===== config.mk =====
export PLATFORM = sky130hd
export DESIGN_NAME = pcg32_bounded_random_flat
export DESIGN_NICKNAME = d
export VERILOG_FILES = /design/src/design/pcg32br_pkg.sv /design/src/design/pcg32br_if.sv /design/src/design/pcg32_bounded_random.sv /design/src/flat_wrapper.sv
export VERILOG_INCLUDE_DIRS = /design/src /design/src/design
export SDC_FILE = /design/constraint.sdc
export NUM_CORES = 2
export LEC_CHECK = 0
export ABC_CLOCK_PERIOD_IN_PS = 16300
export BUFFER_PORTS_ARGS = -buffer_cell sky130_fd_sc_hd__buf_2
export CORE_ASPECT_RATIO = 0.7
export CORE_MARGIN = 4
export CORE_UTILIZATION = 35
export CTS_CLUSTER_DIAMETER = 50
export CTS_CLUSTER_SIZE = 8
export DETAILED_ROUTE_END_ITERATION = 6
export SYNTH_ARGS = -nofsm -noshare
export SYNTH_HDL_FRONTEND = slang
export SYNTH_SLANG_ARGS = --single-unit

===== constraint.sdc =====
create_clock -name clk -period 16.3 [get_ports clk]
set_input_delay 2.445 -clock clk [delete_from_list [all_inputs] [get_ports clk]]
set_output_delay 2.445 -clock clk [all_outputs]
set_load 0.1 [all_outputs]

===== src/design/pcg32_bounded_random_defines.svh =====
// Assertion macros for the bounded random generator.
// Both sample on the rising edge of clk and are switched off while rst is high.
`ifndef PCG32_BOUNDED_RANDOM_DEFINES_SVH
`define PCG32_BOUNDED_RANDOM_DEFINES_SVH

// The consequent must hold in the same cycle as the antecedent.
`define PCG_ASSERT_NOW(lbl, ante, cons, msg) \
  lbl: assert property (@(posedge clk) disable iff (rst) (ante) |-> (cons)) \
    else $error(msg);

// The consequent must hold in the cycle after the antecedent.
`define PCG_ASSERT_NEXT(lbl, ante, cons, msg) \
  lbl: assert property (@(posedge clk) disable iff (rst) (ante) |=> (cons)) \
    else $error(msg);

`endif


===== src/design/pcg32br_pkg.sv =====
package pcg32br_pkg;

  // Request beat: inclusive lower bound and exclusive upper bound.
  typedef struct packed {
    logic signed [31:0] range_min;
    logic signed [31:0] range_max;
  } req_t;

  // Response beat: the drawn value.
  typedef struct packed {
    logic signed [31:0] random_value;
  } rsp_t;

endpackage


===== src/design/pcg32br_if.sv =====
// Request channel.
interface pcg32br_req_if;
  logic                valid;
  logic                ready;
  pcg32br_pkg::req_t   data;

  modport source (output valid, output data, input ready);
  modport sink (input valid, input data, output ready);
endinterface

// Response channel.
interface pcg32br_rsp_if;
  logic                valid;
  logic                ready;
  pcg32br_pkg::rsp_t   data;

  modport source (output valid, output data, input ready);
  modport sink (input valid, input data, output ready);
endinterface


===== src/design/pcg32_bounded_random.sv =====
// Bounded random number generator built on a 64-bit LCG with an XSH-RR output.
// A request beat on req carries range_min and range_max; one response beat on rsp
// returns range_min + (draw mod span), with span = range_max - range_min mod 2^32.
// Equal bounds return range_min at once and leave the generator untouched.
// The block takes one request at a time: req.ready is high only while it is idle.
// With equal bounds the request goes from entry straight to hand-off.
// Otherwise the divider first computes the rejection limit, then each draw runs
// three 32x32 partial products on one shared multiplier, the increment add and
// the output mix, and the accepted draw goes through the same one-bit-per-cycle
// divider before hand-off. Each rejected draw adds another generator step.
// req.ready rises in the same cycle as rsp.valid.
// The response sits in an output register, so a new request is taken while a
// stalled response waits; the block only holds a finished result when that
// register is still full.
// cfg_we with cfg_wdata loads the seed into the generator state; write it only
// while the block is idle. Reset clears the generator state to zero and empties
// the output register.
`include "pcg32_bounded_random_defines.svh"

module pcg32_bounded_random (
  input  logic                 clk,
  input  logic                 rst,
  input  logic                 cfg_we,
  input  logic [63:0]          cfg_wdata,
  pcg32br_req_if.sink          req,
  pcg32br_rsp_if.source        rsp
);

  localparam logic [63:0] LCG_MUL = 64'd6364136223846793005;
  localparam logic [63:0] LCG_INC = 64'd11634580027462260723;
  localparam int unsigned XS_SHIFT_A = 18;
  localparam int unsigned XS_SHIFT_B = 27;
  localparam int unsigned ROT_SHIFT  = 59;

  localparam logic [3:0] S_IDLE   = 4'd0;
  localparam logic [3:0] S_START  = 4'd1;
  localparam logic [3:0] S_MUL0   = 4'd2;
  localparam logic [3:0] S_MUL1   = 4'd3;
  localparam logic [3:0] S_MUL2   = 4'd4;
  localparam logic [3:0] S_MUL3   = 4'd5;
  localparam logic [3:0] S_ADV    = 4'd6;
  localparam logic [3:0] S_DRAW   = 4'd7;
  localparam logic [3:0] S_DIV    = 4'd8;
  localparam logic [3:0] S_RESULT = 4'd9;

  logic [3:0]  state;
  logic [3:0]  state_next;
  logic [31:0] range_lo;
  logic [31:0] range_hi;
  logic [31:0] span;
  logic [31:0] cutoff;
  logic [63:0] gen_state;
  logic [63:0] acc;
  logic [63:0] prod;
  logic [31:0] rem;
  logic [31:0] dvd;
  logic [4:0]  cnt;
  logic        div_cut;
  logic [31:0] res;

  logic [31:0] mul_a;
  logic [31:0] mul_b;
  logic [32:0] rem_sh;
  logic [32:0] rem_diff;
  logic [31:0] rem_step;
  logic [63:0] mix_word;
  logic [31:0] mixed;
  logic [4:0]  rot;
  logic [63:0] rot_pair;
  logic [31:0] draw;
  logic        out_free;

  assign req.ready = (state == S_IDLE);
  assign out_free  = !rsp.valid || rsp.ready;

  // Shared multiplier operands: low x low, low x high, high x low.
  assign mul_a = (state == S_MUL2) ? gen_state[63:32] : gen_state[31:0];
  assign mul_b = (state == S_MUL1) ? LCG_MUL[63:32] : LCG_MUL[31:0];

  // One restoring division step.
  assign rem_sh   = {rem, dvd[31]};
  assign rem_diff = rem_sh - {1'b0, span};
  assign rem_step = rem_diff[32] ? rem_sh[31:0] : rem_diff[31:0];

  // XSH-RR output of the current generator state.
  assign mix_word = (gen_state >> XS_SHIFT_A) ^ gen_state;
  assign mixed    = mix_word[XS_SHIFT_B +: 32];
  assign rot      = gen_state[ROT_SHIFT +: 5];
  assign rot_pair = {mixed, mixed} >> rot;
  assign draw     = rot_pair[31:0];

  // Sequencer.
  always_comb begin
    state_next = state;
    unique case (state)
      S_IDLE:   if (req.valid) state_next = S_START;
      S_START:  state_next = (range_lo == range_hi) ? S_RESULT : S_DIV;
      S_MUL0:   state_next = S_MUL1;
      S_MUL1:   state_next = S_MUL2;
      S_MUL2:   state_next = S_MUL3;
      S_MUL3:   state_next = S_ADV;
      S_ADV:    state_next = S_DRAW;
      S_DRAW:   state_next = (draw <= cutoff) ? S_DIV : S_MUL0;
      S_DIV: begin
        if (cnt == 5'd31) state_next = div_cut ? S_MUL0 : S_RESULT;
      end
      S_RESULT: if (out_free) state_next = S_IDLE;
      default:  state_next = S_IDLE;
    endcase
  end

  always_ff @(posedge clk) begin
    if (rst) begin
      state     <= S_IDLE;
      rsp.valid <= 1'b0;
      gen_state <= '0;
    end else begin
      state <= state_next;
      prod  <= mul_a * mul_b;

      // The response register fills from a finished result and empties when its
      // beat is taken.
      if (state == S_RESULT && out_free) begin
        rsp.valid <= 1'b1;
      end else if (rsp.valid && rsp.ready) begin
        rsp.valid <= 1'b0;
      end

      case (state)
        S_IDLE: begin
          if (req.valid) begin
            range_lo <= req.data.range_min;
            range_hi <= req.data.range_max;
          end
        end
        S_START: begin
          span <= range_hi - range_lo;
          res  <= range_lo;
          // Rejection limit comes from 0xFFFFFFFF mod span.
          rem     <= '0;
          dvd     <= '1;
          cnt     <= '0;
          div_cut <= 1'b1;
        end
        S_MUL1: acc <= prod;
        S_MUL2: acc[63:32] <= acc[63:32] + prod[31:0];
        S_MUL3: acc[63:32] <= acc[63:32] + prod[31:0];
        S_DRAW: begin
          rem     <= '0;
          dvd     <= draw;
          cnt     <= '0;
          div_cut <= 1'b0;
        end
        S_DIV: begin
          rem <= rem_step;
          dvd <= dvd << 1;
          cnt <= cnt + 5'd1;
          if (cnt == 5'd31) begin
            if (div_cut) cutoff <= ~rem_step;
            else res <= range_lo + rem_step;
          end
        end
        S_RESULT: begin
          if (out_free) begin
            rsp.data.random_value <= res;
          end
        end
        default: ;
      endcase

      // A seed write reloads the generator; the user must write only while idle,
      // which the block does not enforce. Otherwise the generator steps on its own.
      if (cfg_we) gen_state <= cfg_wdata;
      else if (state == S_ADV) gen_state <= acc + LCG_INC;
    end
  end

  // The generator moves only on its own step or a seed write.
  `PCG_ASSERT_NEXT(a_state_hold, !cfg_we && state != S_ADV, $stable(gen_state),
                   "generator state changed outside a step")
  // The partial remainder stays below the divisor during division.
  `PCG_ASSERT_NOW(a_rem_bound, state == S_DIV, rem < span,
                  "divider remainder not below span")
  // A rejected draw starts a fresh generator step.
  `PCG_ASSERT_NEXT(a_reject_retry, state == S_DRAW && draw > cutoff, state == S_MUL0,
                   "rejected draw did not retry")
  // A finished result moves into a free output register at once.
  `PCG_ASSERT_NEXT(a_result_out, state == S_RESULT && out_free,
                   rsp.valid && state == S_IDLE, "result not handed to output")

endmodule


===== src/flat_wrapper.sv =====
// flat-port wrapper written by rule: the top's interface ports become plain ports
module pcg32_bounded_random_flat 
  (clk, rst, cfg_we, cfg_wdata, req_valid, req_data, req_ready, rsp_valid, rsp_data, rsp_ready);
  pcg32br_req_if req_i ();
  pcg32br_rsp_if rsp_i ();
  input  logic clk;
  input  logic rst;
  input  logic cfg_we;
  input  logic [63:0] cfg_wdata;
  input wire logic [$bits(req_i.valid)-1:0] req_valid;
  input wire logic [$bits(req_i.data)-1:0] req_data;
  output wire logic [$bits(req_i.ready)-1:0] req_ready;
  output wire logic [$bits(rsp_i.valid)-1:0] rsp_valid;
  output wire logic [$bits(rsp_i.data)-1:0] rsp_data;
  input wire logic [$bits(rsp_i.ready)-1:0] rsp_ready;
  assign req_i.valid = req_valid;
  assign req_i.data = req_data;
  assign req_ready = req_i.ready;
  assign rsp_valid = rsp_i.valid;
  assign rsp_data = rsp_i.data;
  assign rsp_i.ready = rsp_ready;
  pcg32_bounded_random u_core (.clk(clk), .rst(rst), .cfg_we(cfg_we), .cfg_wdata(cfg_wdata), .req(req_i), .rsp(rsp_i));
endmodule

==> flow_metrics.tcl <==
set metrics [dict create \
    crit_top_cell "fa_1" \
    dpl.hpwl_um 131000 \
    diodes 0 \
    cpMaxStageDelayCell "mux2_2" \
    drv_cap 0 \
    yosys-top-cells-count "inv_1 (948), ha_1 (577), fa_1 (536), nor2_1 (392), edfxtp_1 (390)" \
    synth_cell_types 83 \
    clock-root-buffer "clkbuf_16" \
    setup_tns_ns 0 \
    cts_max_path_buffers 3 \
    skew_ns 0.0526 \
    min_path_type "reg -> reg" \
    max_freq_mhz 95.3 \
    maxSlewHeadroom_pct 10.1 \
    grt.overflow.total 0 \
    fin_nets 6535 \
    grt_pass1_vias 37317 \
    synth_area_leaders "edfxtp_1 (23%), fa_1 (22%), ha_1 (14%)" \
    grt_pass1_wl_um 238000 \
    wl_per_cell_um 21.9 \
    clk_pin_slew_ns 0.05 \
    viasPerCell 5.25 \
    setup_viol 0 \
    yosys_warnings 0 \
    rsz0062_at_grt "no" \
    drc 0 \
    antenna_left 0 \
    path_class "reg -> reg" \
    synth-seq-area-share_pct 26.3 \
    crit_path_max_fanout 32 \
    cp.arrival_ns 10.86 \
    drt_wl_total_um 158000 \
    port_buffers 166 \
    postCtsHoldBufs 0 \
    vias 37842 \
    critPathTopFamily "adder cells" \
    synth_seq_cells 459 \
    rows 115 \
    critPathBufInv 8 \
    drv_slew 0 \
    period_share_pct 64.4 \
    synth_area_leader_cell "edfxtp_1" \
    period_needed_ns 10.50 \
    start_kind "flop" \
    postLayoutCellArea_um2 55600 \
    status "finished clean" \
    syn_to_final_growth_pct 11.6 \
    placed_cell_area_um2 53100 \
    dieArea_um2 149000 \
    stdcell_count 7211 \
    synth_area_um2 49800 \
    grt_max_degree 88 \
    synth_cells 5100 \
    worst_ep_required_time_ns 16.66 \
    firstDrtPassIters 6 \
    ios 167 \
    ctsHtreeMaxLevel 3 \
    synth_top_area_share_pct 23.5 \
    clkSinkCount 459 \
    synth_top_flop_cell "edfxtp_1" \
    synth_edf_count 390 \
    finalHoldViolations 0 \
    num-fill-cells 13924 \
    cts-resized-gates 0 \
    die_w_um 459 \
    drive_gt1_share_pct 8.22 \
    synth.most_common_cell "inv_1" \
    first_iter_violations 4273 \
    start_util_pct 35.3 \
    setup.worst_path.end_class "flop" \
    finish.utilization_pct 39.4 \
    postCtsSetupBuffers 0 \
    cts_tree "done" \
    place_congestion 0.974 \
    grt_util_all_layers_pct 21.1 \
    syn_area_per_cell_um2 9.77 \
    clock_latency_ns 0.64 \
    synthArstFlopShare_pct 0 \
    antenna_found_initial 10 \
    numCtsBuffers 78 \
    worst_pin_slew_ns 1.35 \
    place_inst 7081 \
    core-area_um2 141000 \
    max_stage_delay_ns 0.61 \
    die_y_um 324 \
]
path summary, 6_finish.rpt:
path | cells after the start | endpoint | from | slack, ns
worst max-delay path | 30 | u_core.prod[56]$_DFFE_PN_ | u_core.state[0]$_SDFFE_PP0P_ | 5.80
worst min-delay path | 0 | u_core.rsp.data[20]$_DFFE_PP_ | u_core.res[20]$_DFFE_PP_ | 0.41
worst max register to register | 30 | u_core.prod[56]$_DFFE_PN_ | u_core.state[0]$_SDFFE_PP0P_ | 5.80
worst min register to register | 0 | u_core.rsp.data[20]$_DFFE_PP_ | u_core.res[20]$_DFFE_PP_ | 0.41
layout make-up:
type / instances / area (um^2) / area share, %
Clock buffer: 105 / 2100 / 3.78
Clock inverter: 25 / 360 / 0.648
Sequential cell: 459 / 13100 / 23.5
Inverter: 957 / 3590 / 6.46
Multi-Input combinational cell: 3572 / 32900 / 59.1
Tap cell: 1872 / 2340 / 4.21
Timing Repair Buffer: 221 / 1260 / 2.27
cell families after synthesis:
kind of cell / synth area share (%)
adder cells (fa/ha/maj): 36.0
buffers and inverters: 8.28
AND/OR/NAND/NOR: 9.18
AO/OA/AOI/OAI: 12.8
flip-flops: 26.3
XOR/XNOR: 4.24
multiplexers: 3.23
other: 0.0151
worst register-to-register path: cells and delay by family, from the launching register on:
kind            cells  cell delay, ns
flops               1            0.56
fa+ha+maj           9            3.78
compound gates      5            2.14
buf+inv             8            1.43
simple gates        7            1.71
mux                 1            0.66
sequential cells by signal, summed over array words and instances, names as in the netlist, 4 cells and up:
name	count
u_core.state	4
u_core.cutoff	32
u_core.rsp.data	32
u_core.res	32
u_core.dvd	32
u_core.acc	64
u_core.rem	32
u_core.range_hi	32
u_core.prod	64
u_core.range_lo	32
u_core.gen_state	64
u_core.cnt	5
u_core.span	32
cells in the final DEF (no fill, tap or decap), types with 31 or more instances in the layout:
cell	n
a211oi_1	55
a21o_1	136
a21oi_1	317
buf_2	165
buf_4	53
clkbuf_16	79
conb_1	31
dfxtp_1	68
edfxtp_1	390
fa_1	536
ha_1	577
inv_1	947
mux2_2	39
mux2i_1	104
nand2_1	322
nand3_1	42
nor2_1	390
nor3_1	45
o21ai_0	263
o21bai_1	35
xnor2_1	158
xor2_1	83
through the flow:
step,setup slack (ns),hold WS [ns]
after floorplan,7.00,0.400
after global placement,5.04,0.407
after detailed placement,5.86,0.405
after CTS,5.85,0.415
after global routing,5.28,0.422
final,5.80,0.411
per-layer routing:
layer	vias to the layer above	part of all wire (%)	track usage, %
met5	-	0.062	0.471
met4	2	1.6	3.73
met3	146	12	6.46
met2	1691	38	28.0
met1	18582	49	33.4
li1	17421	-	-
Power is left out: the tool's default activity adds up to more than one toggle a clock period on the data nets, which glitch-free logic cannot reach.
